<file path="src/rtl/i2cm_pkg.sv">
// ----------------------------------------------------------------------------
// i2cm_pkg
// types, step table and phase entry logic of the i2c register sequencer
// ----------------------------------------------------------------------------
`timescale 1ns / 1ps
`default_nettype none

package i2cm_pkg;

  localparam int PHASE_CNT_W_DEF = 16;
  localparam int DEV_ADDR_W      = 7;
  localparam int TICKS_W         = 16;
  localparam int STEP_W          = 6;
  localparam int BYTE_W          = 8;
  localparam int BITCNT_W        = 4;

  localparam logic [DEV_ADDR_W-1:0] DEV_ADDR_RST    = 7'd50;
  localparam logic [TICKS_W-1:0]    PHASE_TICKS_RST = 16'd10;

  localparam logic [STEP_W-1:0]   STEP_IDLE   = 6'd0;
  localparam logic [STEP_W-1:0]   WRITE_FIRST = 6'd1;
  localparam logic [STEP_W-1:0]   READ_FIRST  = 6'd18;
  localparam logic [BITCNT_W-1:0] BIT_LAST    = 4'd7;

  // register indexes of the config port
  localparam logic CFG_DEV_ADDR    = 1'b0;
  localparam logic CFG_PHASE_TICKS = 1'b1;

  typedef enum logic [3:0] {
    K_IDLE, K_STA, K_STB, K_TXLO, K_TXHI, K_ACKLO, K_ACKHI,
    K_RXLO, K_RXHI, K_NKLO, K_NKHI, K_SPA, K_SPB, K_SPC
  } kind_t;

  typedef enum logic [2:0] {
    L_NONE, L_AW, L_REG, L_VAL, L_AR
  } load_t;

  typedef struct packed {
    kind_t kind;
    load_t load;
  } step_ent_t;

  typedef struct packed {
    logic scl;
    logic sda;
    logic drv;
  } lines_t;

  typedef struct packed {
    logic [STEP_W-1:0] step;
    logic [BYTE_W-1:0] tx;
    lines_t            lines;
  } enter_t;

  typedef struct packed {
    logic              scl;
    logic              sda;
    logic              drv;
    logic              busy;
    logic              done;
    logic [BYTE_W-1:0] rd_data;
  } result_t;

  localparam lines_t LINES_RST = '{scl: 1'b1, sda: 1'b1, drv: 1'b1};

  // write transfer occupies steps 1..17, read transfer 18..40
  function automatic step_ent_t step_entry(input logic [STEP_W-1:0] step);
    step_ent_t e;
    e.kind = K_IDLE;
    e.load = L_NONE;
    case (step) inside
      6'd1, 6'd18, 6'd28:                      e.kind = K_STA;
      6'd2, 6'd19, 6'd29:                      e.kind = K_STB;
      6'd3, 6'd20: begin
        e.kind = K_TXLO;
        e.load = L_AW;
      end
      6'd7, 6'd24: begin
        e.kind = K_TXLO;
        e.load = L_REG;
      end
      6'd11: begin
        e.kind = K_TXLO;
        e.load = L_VAL;
      end
      6'd30: begin
        e.kind = K_TXLO;
        e.load = L_AR;
      end
      6'd4, 6'd8, 6'd12, 6'd21, 6'd25, 6'd31:  e.kind = K_TXHI;
      6'd5, 6'd9, 6'd13, 6'd22, 6'd26, 6'd32:  e.kind = K_ACKLO;
      6'd6, 6'd10, 6'd14, 6'd23, 6'd27, 6'd33: e.kind = K_ACKHI;
      6'd34:                                   e.kind = K_RXLO;
      6'd35:                                   e.kind = K_RXHI;
      6'd36:                                   e.kind = K_NKLO;
      6'd37:                                   e.kind = K_NKHI;
      6'd15, 6'd38:                            e.kind = K_SPA;
      6'd16, 6'd39:                            e.kind = K_SPB;
      6'd17, 6'd40:                            e.kind = K_SPC;
      default:                                 e.kind = K_IDLE;
    endcase
    return e;
  endfunction

  // new step: reload the shifter on the first bit of a byte, set the lines
  function automatic enter_t enter_step(
    input logic [STEP_W-1:0]     step,
    input logic [BITCNT_W-1:0]   bit_cnt,
    input logic [BYTE_W-1:0]     tx,
    input logic [DEV_ADDR_W-1:0] dev_addr,
    input logic [BYTE_W-1:0]     reg_idx,
    input logic [BYTE_W-1:0]     value
  );
    enter_t    r;
    step_ent_t e;
    logic      msb;
    e      = step_entry(step);
    r.step = step;
    r.tx   = tx;
    if (e.kind == K_TXLO && bit_cnt == '0) begin
      case (e.load)
        L_AW:    r.tx = {dev_addr, 1'b0};
        L_AR:    r.tx = {dev_addr, 1'b1};
        L_REG:   r.tx = reg_idx;
        default: r.tx = value;
      endcase
    end
    msb = r.tx[BYTE_W-1];
    case (e.kind)
      K_STA:   r.lines = '{scl: 1'b1, sda: 1'b1, drv: 1'b1};
      K_STB:   r.lines = '{scl: 1'b1, sda: 1'b0, drv: 1'b1};
      K_TXLO:  r.lines = '{scl: 1'b0, sda: msb,  drv: 1'b1};
      K_TXHI:  r.lines = '{scl: 1'b1, sda: msb,  drv: 1'b1};
      K_ACKLO: r.lines = '{scl: 1'b0, sda: 1'b1, drv: 1'b0};
      K_ACKHI: r.lines = '{scl: 1'b1, sda: 1'b1, drv: 1'b0};
      K_RXLO:  r.lines = '{scl: 1'b0, sda: 1'b1, drv: 1'b0};
      K_RXHI:  r.lines = '{scl: 1'b1, sda: 1'b1, drv: 1'b0};
      K_NKLO:  r.lines = '{scl: 1'b0, sda: 1'b1, drv: 1'b1};
      K_NKHI:  r.lines = '{scl: 1'b1, sda: 1'b1, drv: 1'b1};
      K_SPA:   r.lines = '{scl: 1'b0, sda: 1'b0, drv: 1'b1};
      K_SPB:   r.lines = '{scl: 1'b1, sda: 1'b0, drv: 1'b1};
      default: r.lines = LINES_RST;
    endcase
    return r;
  endfunction

endpackage

`default_nettype wire

</file>
<file path="src/rtl/i2cm_seq.sv">
// ----------------------------------------------------------------------------
// i2cm_seq
// bus sequencer state and one-tick next-state logic
// ----------------------------------------------------------------------------
`timescale 1ns / 1ps
`default_nettype none

module i2cm_seq #(
  parameter int PHASE_COUNTER_WIDTH = i2cm_pkg::PHASE_CNT_W_DEF
) (
  input  wire logic                               clk,
  input  wire logic                               rst_n,
  input  wire logic                               adv,
  input  wire logic                               req_valid,
  input  wire logic                               op,
  input  wire logic [i2cm_pkg::BYTE_W-1:0]        reg_idx,
  input  wire logic [i2cm_pkg::BYTE_W-1:0]        wr_value,
  input  wire logic                               sda_in,
  input  wire logic [i2cm_pkg::DEV_ADDR_W-1:0]    dev_addr,
  input  wire logic [i2cm_pkg::TICKS_W-1:0]       phase_ticks,
  output i2cm_pkg::result_t                       res
);
  import i2cm_pkg::*;

  localparam int PCW  = PHASE_COUNTER_WIDTH;
  localparam int CMPW = ((PCW > TICKS_W) ? PCW : TICKS_W) + 1;

  logic [STEP_W-1:0]   step_r,  step_nxt;
  logic [PCW-1:0]      cnt_r,   cnt_nxt;
  logic [BITCNT_W-1:0] bc_r,    bc_nxt;
  logic [BYTE_W-1:0]   tx_r,    tx_nxt;
  logic [BYTE_W-1:0]   rx_r,    rx_nxt;
  logic                op_r,    op_nxt;
  logic [BYTE_W-1:0]   reg_r,   reg_nxt;
  logic [BYTE_W-1:0]   val_r,   val_nxt;
  lines_t              lines_r, lines_nxt;

  logic [CMPW-1:0] limit;
  logic [CMPW-1:0] cap;
  logic [CMPW-1:0] ticks_ext;

  // phase length: zero counts as one, capped at the counter range
  always_comb begin
    ticks_ext = CMPW'(phase_ticks);
    cap       = CMPW'(1) << PCW;
    limit     = (ticks_ext == '0) ? CMPW'(1) : ticks_ext;
    if (limit > cap) limit = cap;
  end

  always_comb begin
    enter_t          en;
    step_ent_t       ent;
    kind_t           kind;
    logic            busy;
    logic            done;
    logic [CMPW-1:0] cnt_inc;
    logic [BYTE_W-1:0] rd;

    step_nxt  = step_r;
    cnt_nxt   = cnt_r;
    bc_nxt    = bc_r;
    tx_nxt    = tx_r;
    rx_nxt    = rx_r;
    op_nxt    = op_r;
    reg_nxt   = reg_r;
    val_nxt   = val_r;
    lines_nxt = lines_r;
    en        = '0;
    done      = 1'b0;
    rd        = '0;

    // request taken only while idle
    if (step_r == STEP_IDLE && req_valid) begin
      op_nxt    = op;
      reg_nxt   = reg_idx;
      val_nxt   = wr_value;
      rx_nxt    = '0;
      bc_nxt    = '0;
      en        = enter_step(op ? READ_FIRST : WRITE_FIRST, '0, tx_r, dev_addr,
                             reg_idx, wr_value);
      step_nxt  = en.step;
      tx_nxt    = en.tx;
      lines_nxt = en.lines;
      cnt_nxt   = '0;
    end

    ent  = step_entry(step_nxt);
    kind = ent.kind;
    // read bit sampled on the first tick of scl high
    if (kind == K_RXHI && cnt_nxt == '0) rx_nxt = {rx_nxt[BYTE_W-2:0], sda_in};

    busy    = (step_nxt != STEP_IDLE);
    res.scl = lines_nxt.scl;
    res.sda = lines_nxt.sda;
    res.drv = lines_nxt.drv;

    cnt_inc = CMPW'(cnt_nxt) + CMPW'(1);
    if (busy) begin
      if (cnt_inc >= limit) begin
        if (kind == K_TXHI || kind == K_RXHI) begin
          if (bc_nxt < BIT_LAST) begin
            bc_nxt = bc_nxt + BITCNT_W'(1);
            if (kind == K_TXHI) tx_nxt = {tx_nxt[BYTE_W-2:0], 1'b0};
            en = enter_step(step_nxt - STEP_W'(1), bc_nxt, tx_nxt, dev_addr,
                            reg_nxt, val_nxt);
          end else begin
            bc_nxt = '0;
            en = enter_step(step_nxt + STEP_W'(1), bc_nxt, tx_nxt, dev_addr,
                            reg_nxt, val_nxt);
          end
        end else if (kind == K_SPC || kind == K_IDLE) begin
          done   = (kind == K_SPC);
          rd     = op_nxt ? rx_nxt : '0;
          bc_nxt = '0;
          en = enter_step(STEP_IDLE, bc_nxt, tx_nxt, dev_addr, reg_nxt, val_nxt);
        end else begin
          en = enter_step(step_nxt + STEP_W'(1), bc_nxt, tx_nxt, dev_addr,
                          reg_nxt, val_nxt);
        end
        step_nxt  = en.step;
        tx_nxt    = en.tx;
        lines_nxt = en.lines;
        cnt_nxt   = '0;
      end else begin
        cnt_nxt = cnt_inc[PCW-1:0];
      end
    end

    res.busy    = busy;
    res.done    = done;
    res.rd_data = done ? rd : '0;
  end

  always_ff @(posedge clk) begin
    if (!rst_n) begin
      step_r  <= STEP_IDLE;
      cnt_r   <= '0;
      bc_r    <= '0;
      tx_r    <= '0;
      rx_r    <= '0;
      op_r    <= 1'b0;
      reg_r   <= '0;
      val_r   <= '0;
      lines_r <= LINES_RST;
    end else if (adv) begin
      step_r  <= step_nxt;
      cnt_r   <= cnt_nxt;
      bc_r    <= bc_nxt;
      tx_r    <= tx_nxt;
      rx_r    <= rx_nxt;
      op_r    <= op_nxt;
      reg_r   <= reg_nxt;
      val_r   <= val_nxt;
      lines_r <= lines_nxt;
    end
  end

endmodule

`default_nettype wire

</file>
<file path="src/rtl/i2c_master_register_access.sv">
// ----------------------------------------------------------------------------
// i2c_master_register_access
// i2c master doing one single-register read or write per request
// ----------------------------------------------------------------------------
//
//   channel  dir  request contents
//   -------  ---  --------------------------------------------------------
//   in_      in   one bus tick: optional request, op, register, value, sda
//   out_     out  one per tick: scl/sda/drive levels, busy, done, read byte
//   cfg_     in   register writes: device address, ticks per half-bit phase
//
// one tick request in, one result request out; the result is presented the
// cycle after the tick is taken, as sequencer state and output register
// update together
// a new tick is taken every cycle while the output register is empty or
// being drained, so in_tready is out_tready or an empty output register
// reset (rst_n low, synchronous) returns the sequencer to idle with scl and
// sda high and driven, device address 50 and 10 ticks per phase
// a stall on the output side holds the sequencer; no tick is dropped
//
`timescale 1ns / 1ps
`default_nettype none

module i2c_master_register_access #(
  parameter int PHASE_COUNTER_WIDTH = i2cm_pkg::PHASE_CNT_W_DEF
) (
  input  wire logic        clk,
  input  wire logic        rst_n,
  // input ticks
  input  wire logic        in_tvalid,
  output logic             in_tready,
  input  wire logic [23:0] in_tdata,  // req_valid, reg_idx[8], wr_value[8], sda_in, pad
  input  wire logic        in_tuser,  // op
  // results
  output logic             out_tvalid,
  input  wire logic        out_tready,
  output logic [15:0]      out_tdata, // scl, sda, sda_drive, busy, rd_data[8], pad
  output logic             out_tlast, // done, last tick of a transfer
  // configuration
  input  wire logic        cfg_we,
  input  wire logic        cfg_index,
  input  wire logic [15:0] cfg_data
);
  import i2cm_pkg::*;

  logic                  in_acc;
  logic [DEV_ADDR_W-1:0] dev_addr_r;
  logic [TICKS_W-1:0]    phase_ticks_r;
  result_t               res;
  logic                  out_valid_r, out_valid_nxt;
  result_t               out_res_r;

  // output register free or draining this cycle
  assign in_tready = out_tready || !out_valid_r;
  assign in_acc    = in_tvalid && in_tready;

  // config registers; a write applies from the next tick on, even mid-transfer
  always_ff @(posedge clk) begin
    if (!rst_n) begin
      dev_addr_r    <= DEV_ADDR_RST;
      phase_ticks_r <= PHASE_TICKS_RST;
    end else if (cfg_we) begin
      case (cfg_index)
        CFG_DEV_ADDR:    dev_addr_r    <= cfg_data[DEV_ADDR_W-1:0];
        CFG_PHASE_TICKS: phase_ticks_r <= cfg_data[TICKS_W-1:0];
        default:         ;
      endcase
    end
  end

  // sequencer advances one tick per accepted request
  i2cm_seq #(
    .PHASE_COUNTER_WIDTH(PHASE_COUNTER_WIDTH)
  ) u_seq (
    .clk        (clk),
    .rst_n      (rst_n),
    .adv        (in_acc),
    .req_valid  (in_tdata[0]),
    .op         (in_tuser),
    .reg_idx    (in_tdata[8:1]),
    .wr_value   (in_tdata[16:9]),
    .sda_in     (in_tdata[17]),
    .dev_addr   (dev_addr_r),
    .phase_ticks(phase_ticks_r),
    .res        (res)
  );

  always_comb begin
    out_valid_nxt = out_valid_r;
    if (in_acc)          out_valid_nxt = 1'b1;
    else if (out_tready) out_valid_nxt = 1'b0;
  end

  always_ff @(posedge clk) begin
    if (!rst_n) out_valid_r <= 1'b0;
    else        out_valid_r <= out_valid_nxt;
  end

  // result payload, no reset needed
  always_ff @(posedge clk) begin
    if (in_acc) out_res_r <= res;
  end

  assign out_tvalid = out_valid_r;
  assign out_tlast  = out_res_r.done;
  assign out_tdata  = {4'b0000, out_res_r.rd_data, out_res_r.busy, out_res_r.drv,
                       out_res_r.sda, out_res_r.scl};

endmodule

`default_nettype wire

</file>
<file path="config.mk">
export PLATFORM = sky130hd
export DESIGN_NAME = i2c_master_register_access
export DESIGN_NICKNAME = d
export VERILOG_FILES = /design/src/rtl/i2cm_pkg.sv /design/src/rtl/i2cm_seq.sv /design/src/rtl/i2c_master_register_access.sv
export SDC_FILE = /design/constraint.sdc
export NUM_CORES = 1
export LEC_CHECK = 0
export BUFFER_PORTS_ARGS = -buffer_cell sky130_fd_sc_hd__buf_2
export CORE_UTILIZATION = 30
export DETAILED_ROUTE_END_ITERATION = 8
export GPL_TIMING_DRIVEN = 0
export HOLD_SLACK_MARGIN = 0.06
export PLACE_DENSITY = 0.49
export SKIP_LAST_GASP = 1
export SLEW_MARGIN = 40
export SYNTH_ARGS = -nofsm -noshare
export SYNTH_HDL_FRONTEND = slang
export SYNTH_SLANG_ARGS = --single-unit
export TNS_END_PERCENT = 50
</file>
<file path="constraint.sdc">
create_clock -name clk -period 6.7 [get_ports clk]
set_input_delay 1.34 -clock clk [delete_from_list [all_inputs] [get_ports clk]]
set_output_delay 1.34 -clock clk [all_outputs]
set_load 0.02 [all_outputs]
</file>
==> metrics, run 1 <==
prevailing post-synth register cell dfxtp_1; CTS H-tree lvls 3; register area share after synthesis 24.62%; vias in the first global route between 8000 and 9000; crit path time final ~6600 ps; critical path peak fanout 10; antenna violations before repair 0; Crit path arrival time between 6000 and 7000 ps; CP Cell Sequence buf_2 > buf_2 > or3b_2 > nor2_4 > buf_4 > clkbuf_4 > o21ai_0 > inv_1 > ha_1 > clkbuf_2 > clkinvlp_4 > or3_1 > a222oi_1 > o221ai_1 > o2bb2ai_4 > mux2i_1 > nand2b_1 > or4b_2 > a211oi_2 > a211oi_1; Final Power approximately 2 mW; Clk network pwr share 26.1%; CTS clk-pin slew, worst paths around 70 ps; final setup fails 0; sw frac roughly two fifths; Clock Skew about 9.6 ps; synthesized area around 8600 um2; clock sinks 99; # hold bufs at CTS 0; HPWL after DPL 26010 um; MaxCap Viol Count 0; All-Layer GR Usage 23.22%; ANT nets after route 0; Gate power share a little over two fifths; Hold Crit Class reg2reg; most frequent CP cell buf_2; footprint of the multi-input gates 6065 um2; Starting DRT DRC Count 1016; share of cells above drive strength 1 15.17%; CTS tree yes; Fin. Hold Viols 0; area added between synthesis and finish 15.20%; fillcell total between 3000 and 4000; max-slew violation count 0; number of synthesized flops with an enable pin 13; largest area contributor in the netlist dfxtp_1; clk root buf clkbuf_16; DRT Pass-1 Iters 6; Worst Path Required a little under 7000 ps; Crit path largest cell delay 660 ps; number of inserted diodes 0; ys async rst share 0%; Worst path slowest cell or4b_2; GPL Wtd Cong a little over 1; Final WS setup approximately 110 ps; Slew @ Worst Pin between 800 and 900 ps; final period utilization a little over nine tenths; Vias/cell roughly 6; post-synthesis cell type count slightly below 100; Die Y about 170 um; pre-CTS setup slack -1928 ps; DR WL/cell approximately 21 um; largest buffer count on any clock path 2; FMAX approximately 150 MHz; pin count of the biggest net entering global routing 23; Seq. cell area approximately 2100 um2; # DRC 0; Die Footprint between 20000 and 30000 um2; Worst Setup End Kind flip-flop; core box area between 20000 and 30000 um2; Net Sw Power about 0.83 mW; Worst Setup Start Kind input pin; Ys Warns 0; status complete, no violations; Syn Area/Cell ~7.4 um2; Gate Count Post-Synth roughly 1200; first-pass GRT wire length 51990 um; Clk Latency, worst-skew pair 360 ps; CTS Buf Count 9; Power per Cell Area ~200 nW/um2; Pleak 3.693 nW; Nets 1308; Starting Density 30.71%; Via Count about 9600; Yosys reg bits 99; fin util 35.38%; Die W between 150 and 200 um; Reg power frac about a third; critical path class in2reg; Rows 61; design internal power ~1.2 mW; Final TNS setup 0 ps; relative slew slack ~45%; gr ovfl total 0; flop-to-flop setup slack 670 ps; I/O Buffers 55; unrepaired setup endpoints after global routing yes; worst IR drop on VDD 0.1143 mV; Top Ports between 60 and 70; drt total wl around 34000 um; Synth area leaders dfxtp_1 (20%), nand2_1 (6.0%), nor2_1 (4.8%); Synth top area share 20.07%
path summary, 6_finish.rpt:
path | start | to | cells after the start
max reg2reg | u_seq.step_r[2] | u_seq.lines_r[2] | 23
max | in_tdata[0] | u_seq.lines_r[2] | 20
min | phase_ticks_r[0] | phase_ticks_r[0] | 2
min reg2reg | phase_ticks_r[0] | phase_ticks_r[0] | 2
worst max-delay path: cells and delay by family:
family	cells	cell delay, ps
compound gates	6	1480
buf+inv	7	1510
simple gates	5	2030
mux	1	140
fa+ha+maj	1	260
power groups by stage:
| stage | clock [mW] | combinational (mW) | sequential (mW) |
|---|---|---|---|
| CTS | 0.538 | 0.787 | 0.641 |
| finish | 0.522 | 0.840 | 0.642 |
| detailed placement | 0 | 0.772 | 0.655 |
| floorplan | 0 | 0.526 | 0.652 |
| global route | 0.559 | 0.902 | 0.645 |
| global placement | 0 | 0.777 | 0.654 |
sequential cells by signal (all words and copies together) (netlist names), 3 cells and up:
name,count
u_seq.step_r,6
u_seq.lines_r,3
out_tdata,12
u_seq.cnt_r,16
u_seq.rx_r,8
u_seq.val_r,8
phase_ticks_r,16
u_seq.reg_r,8
u_seq.bc_r,4
dev_addr_r,7
u_seq.tx_r,8
cell usage in the layout (no fill, tap or decap), types with 9 or more instances in the layout:
cell type,instances
o21ai_0,42
clkbuf_1,42
a211oi_1,23
o311ai_0,10
xor2_1,10
or3_1,12
a21oi_1,65
nand2_1,136
nand2b_1,16
mux2i_1,27
inv_1,45
nand3_1,34
ha_1,27
clkbuf_2,15
nor2b_1,13
a32o_1,10
o211ai_1,10
buf_4,12
and3_1,12
edfxtp_1,13
a22oi_1,32
xnor2_1,11
dfxtp_1,86
nor4_1,12
a221oi_1,10
and2_1,9
o22ai_1,19
nor3_1,43
buf_2,72
clkbuf_16,9
nand4_1,17
a21o_1,14
nor2_1,106
o31ai_1,9
a31oi_1,13
layout make-up:
| type | instances | area share (%) |
|---|---|---|
| Timing Repair Buffer | 60 | 3.165 |
| Clock inverter | 7 | 0.6077 |
| Inverter | 47 | 1.836 |
| Clock buffer | 9 | 2.279 |
| Sequential cell | 99 | 21.37 |
| Buffer | 92 | 4.583 |
| Multi-Input combinational cell | 925 | 61.37 |
| Tap cell | 378 | 4.786 |
routing by layer:
layer / routed length, um / global-route usage, %
met1: 15170 / 31.64
met2: 14760 / 35.77
met3: 2629 / 3.747
met4: 1438 / 10.33
met5: 0 / 0
cells by family after synthesis:
group / synth area share, %
compound gates: 31.18
mux: 3.676
buf+inv: 6.826
simple gates: 27.57
fa+ha+maj: 3.938
other cells: 0.04372
flops: 24.62
xor+xnor: 2.144
Yosys cell counts (13+ instances only):
cell type    n
a211oi_1    24
a21o_1      14
a21oi_1     69
a22oi_1     32
a31oi_1     14
buf_2       18
clkbuf_1    59
dfxtp_1     86
edfxtp_1    13
ha_1        27
inv_1       46
mux2i_1     27
nand2_1    137
nand2b_1    16
nand3_1     34
nand4_1     17
nor2_1     109
nor2b_1     13
nor3_1      46
o21ai_0     44
o22ai_1     19
repair_timing:
item	in CTS	in global routing
setup endpoints to repair	54	38
pin swaps	1	0
resized for setup	29	42
buffers inserted	1	4
stage by stage:
step	cell area [um2]	hold slack, ps	std cells
after global routing	9882	482.7	1617
final	9882	467.0	1617
after global placement	9338	448.9	1596
after detailed placement	9353	457.1	1596
after CTS	9727	469.2	1613
after floorplan	8589	436.4	1163
No activity file was read; power rests on OpenSTA's default activity.
==> run 2, diff against run 1 <==
--- a/config.mk
+++ b/config.mk
@@ -6,6 +6,7 @@
 export NUM_CORES = 1
 export LEC_CHECK = 0
 export BUFFER_PORTS_ARGS = -buffer_cell sky130_fd_sc_hd__buf_2
+export CORE_ASPECT_RATIO = 1.5
 export CORE_UTILIZATION = 30
 export DETAILED_ROUTE_END_ITERATION = 8
 export GPL_TIMING_DRIVEN = 0
==> run 2 against run 1 <==
Sequential cell count is the same. Cell count shrank 2.3%. Hold slack gained 2.3 ps. Setup slack gained 220 ps. Via count shrank 0.95%. Sequential power is essentially flat. Combinational power grew 1%. Final area shrank 0.43%. Critical path depth grew 1. Global-route usage grew 1.1 points. Fmax grew 3.5%. Largest power group unchanged.
==> metrics, run 2 (same netlist as run 1, synthesis figures left out) <==
I/O Buffers 55; share of cells above drive strength 1 roughly 15%; Pleak 3.685 nW; Via Count roughly 9500; crit path time final roughly 6400 ps; Hold Path Origin u_seq.tx_r[4]; Top Ports between 60 and 70; Worst Setup End Kind flip-flop; area added between synthesis and finish 14.70%; Final TNS setup 0 ps; Power per Cell Area between 200 and 250 nW/um2; commonest non-fill, non-tap cells in the layout nand2_1 (136), nor2_1 (106), dfxtp_1 (86); status complete, no violations; Crit path arrival time 6650 ps; GPL Wtd Cong between 0.9 and 1; first-pass GRT wire length between 50000 and 60000 um; worst reg2reg path depth 21; relative slew slack about 42%; largest buffer count on any clock path 2; Hold Path Sink u_seq.tx_r[4]; Clock Skew between 10 and 15 ps; final period utilization a little over nine tenths; Hold Crit Class reg2reg; critical path class in2reg; Rows 75; flop-to-flop setup slack 810 ps; max-slew violation count 0; CTS clk-pin slew, worst paths 70 ps; Clk Latency, worst-skew pair 360 ps; vias in the first global route 9220; Fin. Hold Viols 0; fin util 35.07%; unrepaired setup endpoints after global routing no; Die Footprint 29290 um2; # DRC 0; CTS tree yes; final setup fails 0; pre-CTS setup slack -1920 ps; Slew @ Worst Pin slightly below 900 ps; reg2reg end u_seq.lines_r[2]; Die Y between 200 and 250 um; gr ovfl total 0; core box area between 20000 and 30000 um2; Final WS setup ~330 ps; Worst Setup Start Kind input pin; Die W around 140 um; clock sinks 99; Starting DRT DRC Count slightly above 700; most common cell after layout, fill and taps aside nand2_1; DRT Pass-1 Iters 6; DR WL/cell 22.59 um; Starting Density a little under a third; FMAX around 160 MHz; HPWL after DPL about 28000 um; antenna violations before repair 0; clk root buf clkbuf_16; CTS Buf Count 9; Worst Path Required 6980 ps; Final Power 2.007 mW; ANT nets after route 0; Nets approximately 1300; drt total wl between 30000 and 40000 um; number of inserted diodes 0; All-Layer GR Usage about a quarter; Hold Slack 469.3 ps; Vias/cell 6.037; worst IR drop on VDD between 0.1 and 0.15 mV; # hold bufs at CTS 0; R2R Path Start u_seq.step_r[2]; MaxCap Viol Count 0; depth of the worst hold-timing path 1; pin count of the biggest net entering global routing 23; critical path peak fanout 10; CTS H-tree lvls 3
## run 2: what timing repair did
action,in CTS,in global routing
gates resized for setup,32,43
endpoints found under the setup margin,54,43
pin swaps,1,1
setup buffers,1,1
endpoints found under the hold margin,0,0
## run 2: how the worst max path moves through the flow
stage	cells past startpoint	from	to	slack (ps)
after detailed placement	22	in_tdata[0]	u_seq.lines_r[2]	-1920
after global routing	21	in_tdata[0]	u_seq.lines_r[2]	120
after floorplan	23	in_tdata[0]	u_seq.lines_r[2]	400
final	21	in_tdata[0]	u_seq.lines_r[2]	330
after global placement	21	in_tdata[0]	u_seq.lines_r[1]	-1920
after CTS	20	in_tdata[0]	u_seq.lines_r[1]	30
## run 2: layout make-up
type / instances / area (um2)
buffer: 91 / 452.9
tap: 346 / 432.9
inverter: 47 / 177.7
fill: 2977 / 18220
timing repair buffer: 57 / 290.3
sequential: 99 / 2112
clock inverter: 3 / 40.04
multi-input combinational: 925 / 6096
clock buffer: 12 / 237.7
## run 2: report_power, final
group | switching (mW) | internal [mW]
Sequential | 0.0168 | 0.624
Clock | 0.229 | 0.288
Combinational | 0.568 | 0.282
Total | 0.814 | 1.19
## run 2: per-layer routing
layer,track usage (%),wire length [um],vias to the layer above
li1,-,-,4505
met1,25.65,13320,4531
met2,45.69,18720,380
met3,2.521,1533,122
met4,15.35,2107,0
met5,0,0,-
## run 2: per-stage QoR
stage	cells	area, um2
after floorplan	1163	8589
after global placement	1564	9298
after detailed placement	1564	9309
after CTS	1579	9683
after global routing	1580	9839
final	1580	9839
## run 2: critical path, stage by stage
cell	delay (ps)
buf_2	100
buf_2	220
or3b_4	470
nor2_4	210
buf_4	250
buf_4	250
nand2_1	70
o21ai_1	190
inv_1	190
ha_1	220
buf_2	180
and3_1	290
a2111oi_4	500
nor2_1	230
o32ai_1	520
a2111oi_2	120
nor3_1	380
o31ai_1	150
o21ai_1	380
a211oi_1	140
a211oi_1	220
==> run 3, diff against run 2 <==
--- a/config.mk
+++ b/config.mk
@@ -16,5 +16,6 @@
 export SLEW_MARGIN = 40
 export SYNTH_ARGS = -nofsm -noshare
 export SYNTH_HDL_FRONTEND = slang
+export SYNTH_HIERARCHICAL = 1
 export SYNTH_SLANG_ARGS = --single-unit
 export TNS_END_PERCENT = 50
==> run 3 against run 2 <==
Synthesized cell count decreased by 0.34%. Critical path depth increased by 3. Via count decreased by 0.82%. Non-clock buffer count decreased by 1. Clock skew increased by 0.61 ps. Sequential share of layout area decreased by 0.12 points. Setup slack improved by 85 ps. Routed wire length decreased by 0.64%. Critical endpoint is now u_seq/lines_r[1]. Largest cell class unchanged. Highest routed layer unchanged.
==> metrics, run 3 <==
status complete, no violations; ANT nets after route 0; Hold Crit Class reg2reg; GPL Wtd Cong a little under 1; post-synthesis cell type count 103; top-count cell post-synth nand2_1; DRT Pass-1 Iters 5; HPWL after DPL 27730 um; clk root buf clkbuf_16; critical path class in2reg; largest area contributor in the netlist dfxtp_1; met2 Usage GRT 44.52%; Worst Path Required ~7000 ps; Crit path arrival time between 6000 and 7000 ps; MaxCap Viol Count 0; pin count of the biggest net entering global routing 19; gr ovfl total 0; worst path buffer plus inverter count 5; main combinational cell family by area after synthesis compound AO/OA/AOI/OAI gates; Top Ports 66; Synth Area in Compound Gates between 30 and 40%; Pleak ~3.7 nW; final setup fails 0; Via Count approximately 9500; ys async rst share 0%; Nets approximately 1300; Die Y ~210 um; Starting DRT DRC Count 1022; Worst path slowest cell clkbuf_1; I/O Buffers 52; CP Cell Sequence buf_2 > nor3b_4 > nand2_1 > clkbuf_1 > clkbuf_2 > nand2_1 > inv_1 > ha_1 > nand2_1 > nor3_2 > nand3_1 > xor2_1 > nor2_1 > ha_1 > nand3_1 > nor4_1 > a21o_1 > a31o_2 > or2_0 > clkbuf_1 > nand3_1 > or2_2 > o41ai_1 > a21oi_1; share of cells above drive strength 1 14.66%; grt peak-use layer met2; Clk Latency, worst-skew pair about 370 ps; Syn Area/Cell 7.580 um2; largest buffer count on any clock path 2; Ys Warns 6; CTS Buf Count 9; unrepaired setup endpoints after global routing no; clock sinks 99; core box area 28720 um2; fin util about a third; # DRC 0; worst IR drop on VDD around 0.14 mV; CTS clk-pin slew, worst paths ~70 ps; Die Footprint 29910 um2; drt total wl 35460 um; number of inserted diodes 0; DR WL/cell 21.91 um; first-pass GRT wire length 54160 um; Starting Density 30.51%; Synth top area share 19.65%; max-slew violation count 0; commonest non-fill, non-tap cells in the layout nand2_1 (126), nor2_1 (99), dfxtp_1 (86); Synth area leaders dfxtp_1 (20%), nand2_1 (5.4%), mux2i_1 (4.7%); area of placed instances approximately 9500 um2; Vias/cell about 5.8; Worst Setup Start Kind input pin; Final Power ~1.8 mW; Power per Cell Area between 150 and 200 nW/um2; placed cell count about 1600; non-filler cells, final 1618; CTS tree yes; Yosys reg bits a little under 100; vias in the first global route ~9400; Clock Skew ~11 ps; crit path time final between 6000 and 7000 ps; final instance area between 9000 and 10000 um2; Fin. Hold Viols 0; critical path peak fanout 10; synthesized area approximately 8800 um2; CTS H-tree lvls 3; Gate Count Post-Synth around 1200; adder-cell share of the synthesized area under 10%; number of synthesized flops with an enable pin 13; Die W ~140 um; Hold Slack about 470 ps; All-Layer GR Usage a little under a quarter; area added between synthesis and finish 12.91%; final period utilization 93.75%; XOR/XNOR Fraction of Synth Area under 10%; Rows 76; CP delay by family, top simple AND/OR/NAND/NOR gates; relative slew slack about two fifths; Simple-Gate Fraction of Synth Area 27.72%; Crit path largest cell delay 460 ps; prevailing post-synth register cell dfxtp_1; met1 Resource Use GR roughly a quarter; fraction of synthesized area in multiplexers between 4 and 5%; FMAX approximately 160 MHz; most common cell after layout, fill and taps aside nand2_1; M3 GR Usage about 3%; register area share after synthesis between 20% and 30%; Worst Setup End Kind flip-flop; Slew @ Worst Pin roughly 900 ps; antenna violations before repair 0; # hold bufs at CTS 0; commonest cells in the netlist nand2_1 (126), nor2_1 (100), dfxtp_1 (86), a21oi_1 (74), nand3_1 (55)
run 3: cell types whose count changed after synthesis, moves of 10 or more:
cell	before	now
mux2i_1	27	41
nand2_1	137	126
a22oi_1	32	22
o22ai_1	19	5
buf_2	18	29
o311ai_0	11	0
nand3_1	34	55
clkbuf_1	59	35
nor3_1	46	16
and3_1	12	24
o21ai_2	1	11
run 3: per-layer routing:
| layer | wire [um] | up-vias |
|---|---|---|
| li1 | - | 4447 |
| met1 | 13300 | 4535 |
| met2 | 18560 | 362 |
| met3 | 1488 | 116 |
| met4 | 2110 | 0 |
| met5 | 0 | - |
run 3: final timing paths:
kind | start | to | slack, ps | cells after the start
setup reg to reg | u_seq/step_r[1] | u_seq/lines_r[1] | 710 | 17
setup / recovery | in_tdata[0] | u_seq/lines_r[1] | 420 | 24
hold / removal | u_seq/tx_r[6] | u_seq/tx_r[6] | 470 | 1
hold reg to reg | u_seq/tx_r[6] | u_seq/tx_r[6] | 470 | 1
run 3: cells by family (layout without fill, tap and decap cells):
group / count (synthesis) / after routing
mux: 42 / 42
other cells: 1 / 4
buf+inv: 139 / 208
xor+xnor: 16 / 16
simple gates: 470 / 470
flops: 99 / 99
compound gates: 364 / 364
fa+ha+maj: 25 / 25
run 3: repair_timing:
item,CTS,global route
setup endpoints to repair,7,19
buffers inserted,0,1
gates resized for setup,1,1
run 3: worst reg2reg max path: cells and delay by family (launching register included):
| family | cells | cell delay [ps] |
|---|---|---|
| AO/OA/AOI/OAI | 8 | 2190 |
| adder cells (fa/ha/maj) | 1 | 350 |
| buffers and inverters | 4 | 1360 |
| flip-flops | 1 | 350 |
| AND/OR/NAND/NOR | 4 | 1620 |
run 3: area by class of cell:
type | count | area, um2
multi-input combinational | 921 | 5992
sequential | 99 | 2112
buffer | 94 | 524.3
tap | 390 | 488.0
clock buffer | 10 | 229.0
clock inverter | 6 | 111.4
fill | 3148 | 18820
inverter | 45 | 168.9
timing repair buffer | 53 | 267.8
run 3: power breakdown:
group	switching [mW]	internal (mW)
clock	0.243	0.366
sequential	0.0136	0.621
combinational	0.346	0.165
total	0.603	1.15
run 3: per-stage QoR:
step / worst slack (ps) / TNS, ps
2_1_floorplan: 1393 / 0
3_3_place_gp: -422.2 / -5935
3_5_place_dp: -407.4 / -5383
4_1_cts: 210.9 / 0
5_1_grt: 6.306 / 0
6_report: 419.0 / 0
